[src/rtl/histogram_equalizer_macros.svh]
// Assertion macros for the histogram equaliser RTL.
`ifndef HISTOGRAM_EQUALIZER_MACROS_SVH
`define HISTOGRAM_EQUALIZER_MACROS_SVH

`ifndef SYNTHESIS

// Check a property on every rising edge outside reset.
`define HEQ_ASSERT(label, clk, rst_n, prop) \
    label: assert property (@(posedge clk) disable iff (!rst_n) (prop)) \
        else $error("assertion failed");

// Check that a condition never holds outside reset.
`define HEQ_NEVER(label, clk, rst_n, expr) \
    label: assert property (@(posedge clk) disable iff (!rst_n) !(expr)) \
        else $error("forbidden condition seen");

`else

`define HEQ_ASSERT(label, clk, rst_n, prop)
`define HEQ_NEVER(label, clk, rst_n, expr)

`endif

`endif

[src/rtl/hiseq_pkg.sv]
package hiseq_pkg;

    localparam int unsigned BIN_COUNT_DEF       = 65536;
    localparam int unsigned MAX_PIXELS_LOG2_DEF = 24;
    localparam int unsigned PIXEL_W             = 16;
    localparam int unsigned FIFO_DEPTH          = 4;

    // Opcodes of an input transaction
    localparam logic OP_COUNT = 1'b0;
    localparam logic OP_MAP   = 1'b1;

    // Pixel depth modes
    localparam logic MODE_8BIT  = 1'b0;
    localparam logic MODE_16BIT = 1'b1;

    localparam logic [PIXEL_W-1:0] MAXVAL_8BIT  = 16'h00FF;
    localparam logic [PIXEL_W-1:0] MAXVAL_16BIT = 16'hFFFF;

    typedef struct packed {
        logic               opcode;
        logic [PIXEL_W-1:0] pixel;
        logic               last_of_pass;
    } t_in;

    typedef struct packed {
        logic [PIXEL_W-1:0] mapped_pixel;
        logic               last_out;
    } t_out;

    // Classified item handed from front to back
    typedef struct packed {
        logic               op;
        logic               mode;
        logic [PIXEL_W-1:0] idx;
        logic               last;
    } t_job;

endpackage

[src/rtl/hiseq_front.sv]
module hiseq_front
    import hiseq_pkg::*;
#(
    parameter int unsigned BIN_COUNT = BIN_COUNT_DEF
) (
    input  logic i_clk,
    input  logic i_rst_n,
    input  logic i_mode,
    input  logic i_valid,
    input  t_in  i_data,
    output logic o_stall,
    output logic o_head_valid,
    output t_job o_head,
    input  logic i_pop
);

    localparam int unsigned PW = $clog2(FIFO_DEPTH);

    t_job             r_mem [FIFO_DEPTH];
    logic [PW-1:0]    r_wp;
    logic [PW-1:0]    r_rp;
    logic [PW:0]      r_cnt;
    logic             push;
    logic             pop;
    t_job             n_job;
    logic [PIXEL_W-1:0] clamped;

    // Clamp a 16-bit pixel to the last bin
    always_comb begin
        if ({1'b0, i_data.pixel} >= (PIXEL_W+1)'(BIN_COUNT)) begin
            clamped = PIXEL_W'(BIN_COUNT - 1);
        end else begin
            clamped = i_data.pixel;
        end
    end

    // Classify the transaction into a bin index under the current mode
    always_comb begin
        n_job.op   = i_data.opcode;
        n_job.mode = i_mode;
        n_job.last = i_data.last_of_pass;
        if (i_mode == MODE_8BIT) begin
            n_job.idx = {8'd0, i_data.pixel[7:0]};
        end else begin
            n_job.idx = clamped;
        end
    end

    assign o_stall      = (r_cnt == (PW+1)'(FIFO_DEPTH));
    assign push         = i_valid && !o_stall;
    assign o_head_valid = (r_cnt != '0);
    assign pop          = i_pop && o_head_valid;
    assign o_head       = r_mem[r_rp];

    // Queue storage
    always_ff @(posedge i_clk) begin
        if (push) begin
            r_mem[r_wp] <= n_job;
        end
    end

    // Advance pointers and fill count
    always_ff @(posedge i_clk) begin
        if (!i_rst_n) begin
            r_wp  <= '0;
            r_rp  <= '0;
            r_cnt <= '0;
        end else begin
            if (push) begin
                r_wp <= (r_wp == PW'(FIFO_DEPTH - 1)) ? '0 : r_wp + 1'b1;
            end
            if (pop) begin
                r_rp <= (r_rp == PW'(FIFO_DEPTH - 1)) ? '0 : r_rp + 1'b1;
            end
            r_cnt <= r_cnt + (PW+1)'(push) - (PW+1)'(pop);
        end
    end

endmodule

[config.mk]
export PLATFORM = sky130hd
export DESIGN_NAME = hiseq_front
export DESIGN_NICKNAME = d
export VERILOG_FILES = /design/src/rtl/histogram_equalizer_macros.svh /design/src/rtl/hiseq_pkg.sv /design/src/rtl/hiseq_front.sv
export SDC_FILE = /design/constraint.sdc
export NUM_CORES = 1
export LEC_CHECK = 0
export BUFFER_PORTS_ARGS = -buffer_cell sky130_fd_sc_hd__buf_2
export CORE_MARGIN = 5
export CORE_UTILIZATION = 55
export DETAILED_ROUTE_END_ITERATION = 16
export PLACE_DENSITY = 0.83
export SETUP_SLACK_MARGIN = 0.3
export SYNTH_ARGS = -nofsm -noshare
export SYNTH_HDL_FRONTEND = slang
export SYNTH_SLANG_ARGS = --single-unit
[constraint.sdc]
create_clock -name i_clk -period 2.9 [get_ports i_clk]
set_clock_uncertainty 0.15 [all_clocks]
set_input_delay 0.145 -clock i_clk [delete_from_list [all_inputs] [get_ports i_clk]]
set_output_delay 0.145 -clock i_clk [all_outputs]
set_load 0.005 [all_outputs]
### Yosys cells after proc, flatten, opt, wreduce, memory -nomap -nowiden

Memory sizes are Yosys's and may differ from the RTL's. A register that Yosys moved wholly into a read port is not among the register bits.
Cells that the tools add are included.

| word-level totals | value |
|---|---|
| register bits | 7 |
| memories | 1 |
| RAM bits | 76 |
| word-level logic and storage cells | 22 |

Memories:

| memory | depth | bits a word | rd ports | clocked after memory_dff | wr ports | line | source |
|---|---|---|---|---|---|---|---|
| r_mem | 4 | 19 | 1 | 1 | 1 | hiseq_front.sv:19 | `t_job r_mem [FIFO_DEPTH];` |

| cells by class | value |
|---|---|
| reduce and logical (&&, ||, !) cells | 4 |
| mux-type cells | 7 |
| add/subtract/negate cells | 4 |
| eq/ne operators | 3 |

Operators with widths:

| cell | number |
|---|---|
| two-way mux 16 bit | 1 |
| two-way mux 2 bit | 4 |
| adder 2 x 1 -> 2 bit (second input constant) | 2 |
| == test 2 bit (second input constant) | 2 |
| adder 3 x 1 -> 3 bit | 1 |
| == test 3 bit (second input constant) | 1 |
| nonzero test 3 bit | 1 |
| subtractor 3 x 1 -> 3 bit | 1 |
| logical AND 1 bit | 2 |
| two-way mux 1 bit | 2 |
| logical NOT 1 bit | 1 |

### Logic depth before layout (Yosys ltp)

| depth | value |
|---|---|
| depth after elaboration | 5 |
| gate-level depth with buffers | 12 |
| gate-level depth less buffers | 11 |

### Worst setup path after synthesis

Ideal clock, no wire load.

| timing path | value |
|---|---|
| path type | register -> register |
| start point | reg r_cnt[1] |
| end point | reg r_cnt[2] |
| setup slack | 0.548 ns |
| arrival | 2.087 ns |
| stages on the path, launching flop included | 11 |
| clock period less this slack | 2.352 ns |
| path through | dfxtp_1 > o31ai_1 > inv_1 > ha_1 > inv_1 > ha_1 > inv_1 > fa_1 > xnor2_1 > xnor2_1 > and2_1 |

| between the ends | value |
|---|---|
| cells in the longest elaborated chain, start to end | 5 |
| elaborated cells between the ends (all ways) | 7 |
| those cells by class | add/sub (2); eq/ne (1); reduce/logical (4) |

Ends and longest elaborated chain:

| what | line | source |
|---|---|---|
| start: declaration | hiseq_front.sv:22 | `logic [PW:0] r_cnt;` |
| start signal: assignment | hiseq_front.sv:75 | `r_cnt <= r_cnt + (PW+1)'(push) - (PW+1)'(pop);` |
| == test 3 bit | hiseq_front.sv:49 | `assign o_stall = (r_cnt == (PW+1)'(FIFO_DEPTH));` |
| logical NOT 1 bit | hiseq_front.sv:50 | `assign push = i_valid && !o_stall;` |
| logical AND 1 bit | hiseq_front.sv:50 |  |
| adder 3 x 1 -> 3 bit | hiseq_front.sv:75 |  |
| subtractor 3 x 1 -> 3 bit * | hiseq_front.sv:75 |  |

Every way passes the cells marked *; elsewhere a longest branch is shown, timed or not.
A chain may end at the register's enable or synchronous reset.

### Worst setup path after layout

Same ends and word-level chain as after synthesis.

==> results.txt <==
The tools report the source of the worst register-to-register timing path as r_cnt[1]$_SDFF_PN0_. For flop-to-flop paths, the worst setup slack is 490 ps. Clock-pin slew was measured on the worst setup and hold paths at 80 ps. The post-synthesis instance total is 159. Compared with the post-synthesis result, the final layout area differs by 19.9%. In this run the most critical hold path is launched from i_pop. The signal on the critical path passes through nor3b_2 -> nor2b_1 -> inv_1 -> ha_1 -> inv_1 -> ha_1 -> inv_1 -> fa_1 -> xnor2_1 -> xnor2_1 -> and2_1. The tools report the data required time at the worst endpoint as 2980 ps. By area the synthesized netlist is led by edfxtp_1 (69%), mux4_1 (7.1%), mux4_2 (6.8%), dfxtp_1 (5.4%), and2_1 (2.6%). 44 I/O pins were placed. The logs give 5.68 mm for the final routed wirelength across all metal layers and 0 ps for the setup total negative slack. The highest fanout seen on the critical path was 5; the floorplan die area was 7690 um^2.

The tools report the number of antenna violations at the first check in global routing as 0. The largest single stage delay on the critical path is 510 ps. The path with the worst hold slack has its endpoint at r_rp[0]$_SDFFE_PN0N_. The largest vdd supply drop is 0.438 mV. The tree is rooted in a clkbuf_8.

The share of the synthesized area in the top cell type is 68.8%. Measured along the y axis, the die boundary spans 87.7 um. The via count of the first global-routing pass was 1790; the final layout net count was 257. Final core utilization: 67.6%. The number of hold violations in the final report came out at 0.

The number of clock buffers added by TritonCTS is 9. At the pin with the least slew margin, the transition time is 443 ps. The path class of the tightest hold or removal check is input pin to flip-flop.

Counting I/O delays and the setup requirement, the final critical path takes 2410 ps. Setup repair after global routing left no endpoint under its margin. Together, buffers and inverters on the worst path number 3.

Leakage component of the power: 0.00144 uW. For this design, the sink count on the clock tree is 85. The worst setup path is of the flip-flop to flip-flop kind. The instance count along the most critical hold path is 3. Entering global routing, the biggest net connects 20 pins. The synthesized netlist occupies a cell area of 3320 um^2.

Global routing used 16.5% of the available tracks across all layers. The achievable clock frequency came out at 415 MHz. Max-cap violations in this run came to 0. The slowest stage of the critical path belongs to the cell dfxtp_1. The post-detailed-route count of antenna-violating nets was 0.

After synthesis, flip-flops and latches occupy 74.2% of the total area. The tools report the final weighted congestion in routability-driven placement as 0.698. The run gives 56.4% as the initial core utilization. The largest area contributor in the synthesized netlist was edfxtp_1. The number of buffer cells added on primary ports was 43; the floorplan row count was 28.

Floorplan core area: 5890 um^2. The flow ran to the end, and the final reports show no timing, DRC or antenna violations. For the post-place instance area, the log shows 3630 um^2. The most critical setup path has its startpoint at r_cnt[1]$_SDFF_PN0_.

Dividing the final minimum period by the clock period gives 83.0%. The run gives 330 ps as the worst-skew pair later-pin latency. The longest clock path from root to sink contains 2 buffers.

The worst register-to-register path ends at r_cnt[2]$_SDFF_PN0_. The number of synthesis warnings is 0. The routed via count divided by cell count works out to 5.33. For the worst flop-to-flop path, the logic depth is 11. The kind of cell with the highest combined delay along the critical path is adder cells. In this run the mean area of a mapped cell was 20.9 um^2. Among the stages of the critical path, the cell type that occurs most often is inv_1. The number of DRC violations after detailed-routing iteration 0 was 91; the CTS H-tree depth was 3. Setup violations remaining at the end of the flow were counted as 0. The synthesized design contains 85 register bits. The endpoint class of the critical path is a flip-flop. The die span in x was 87.7 um; the placed wire-length estimate was 3.62 mm. The antenna cell count came out at 0. When the netlist entered floorplanning its net count stood at 190. The first global-routing pass estimated 9.14 mm of wire. TritonCTS built the clock tree. Power spread over the standard cell area amounts to 792 nW/um^2. For the post-layout instance area, the log shows 3980 um^2. Sum of overflow across all layers after global routing: 0. The max-slew violation count was 0; the remaining design rule violation count was 0. The fraction of final layout cells sized beyond drive strength 1 is 33.3%. The arrival time reported for the critical path endpoint was 2490 ps; the layout filler cell count was 396.

The element type at the critical path start was a flip-flop. The total vias in the final route was 1630. After detailed routing, the average wire length per cell comes to 18.6 um. Relative slew slack: 70.4%. The run gives 4 as the detailed-routing iteration count for the pre-antenna-repair pass. The number of different library cells used by synthesis comes to 22.
routing by layer:
layer  global-route usage [%]  part of all wire (%)
met4                     5.44                  0.63
met5                        0                     0
met3                     4.80                   5.6
met2                     29.6                    55
met1                     19.0                    39
logic make-up (layout without fill, tap and decap cells):
kind of cell / Yosys count / after routing / synth area share [%]
buffers and inverters: 12 / 84 / 2.19
AOI/OAI and AO/OA: 3 / 3 / 0.528
xor gates and xnor gates: 2 / 2 / 0.528
and+or+nand+nor: 28 / 28 / 4.79
muxes: 21 / 21 / 14.5
DFF: 85 / 85 / 74.2
adders and majority gates: 8 / 8 / 3.24
flip-flops by register name, indices dropped and copies added, names as in the netlist, named ones only:
| register | count |
|---|---|
| r_mem | 76 |
| r_cnt | 3 |
| r_rp | 2 |
| r_wp | 2 |
cells in the mapped netlist:
cell,n
clkbuf_1,1
fa_1,1
buf_2,3
xnor2_1,2
ha_1,7
buf_12,1
nor2_1,2
nor2b_1,2
nand3_1,2
o21ai_0,2
o31ai_1,1
mux4_1,9
mux4_2,10
nor3b_2,1
nand2_1,6
buf_6,1
mux2i_1,2
or3_1,1
dfxtp_1,9
inv_1,6
and2_1,14
edfxtp_1,76
layout make-up:
class	count	area, um^2	share of cell area (%)
multi-input cells	62	797	20.0
flip-flops and latches	85	2460	61.9
inverters	6	22.5	0.566
clock buffers	10	128	3.21
well taps	75	93.8	2.36
repair buffers	62	388	9.75
clock inverters	6	87.6	2.20
repair_timing:
action                                  4_1_cts  5_1_grt
setup buffers                                 0        0
hold buffers                                 12        0
endpoints found under the hold margin        45        0
endpoints found under the setup margin        0        1
gates resized for setup                       0        2
per-stage QoR:
stage	hold WS (ps)	worst slack, ps	power (uW)	instances
3_5_place_dp	217	350	2290	278
5_1_grt	14.7	332	3320	306
6_report	13.1	492	3150	306
4_1_cts	0.320	325	3170	306
2_1_floorplan	93.9	548	2040	159
3_3_place_gp	211	465	2250	278
worst reg2reg max path: stages (launching register included):
cell and delay, ps:
dfxtp_1 510, nor3b_2 100, nor2b_1 160, inv_1 70
ha_1 290, inv_1 60, ha_1 140, inv_1 50
fa_1 370, xnor2_1 150, xnor2_1 130, and2_1 160
report_power, final:
group / internal (uW) / leakage [uW] / switching, uW
Clock: 484 / 0.0000985 / 393
Combinational: 375 / 0.000568 / 314
Sequential: 1500 / 0.000776 / 88.0
how the worst max path moves through the flow:
stage | cells past startpoint | end
after global routing | 11 | r_cnt[2]$_SDFF_PN0_
final | 11 | r_cnt[2]$_SDFF_PN0_
after floorplan | 10 | r_cnt[2]$_SDFF_PN0_
after CTS | 10 | r_cnt[2]$_SDFF_PN0_
after detailed placement | 10 | r_cnt[2]$_SDFF_PN0_
after global placement | 10 | r_cnt[2]$_SDFF_PN0_
cells in the final DEF (no fill, tap or decap):
cell           count
ha_1               7
nand3_1            2
mux4_1             9
nand2_1            6
buf_2             43
o31ai_4            1
or3_1              1
buf_4              7
nor2b_1            2
mux2i_1            2
clkinv_2           1
edfxtp_1          76
mux4_2            10
xnor2_1            2
bufinv_16          2
inv_1              6
clkbuf_1           1
o21ai_0            2
dlygate4sd3_1     12
nor3b_2            1
clkinvlp_4         3
dfxtp_1            9
and2_1            14
clkbuf_8           9
nor2_1             2
fa_1               1
(Power assumes the default switching activity.)
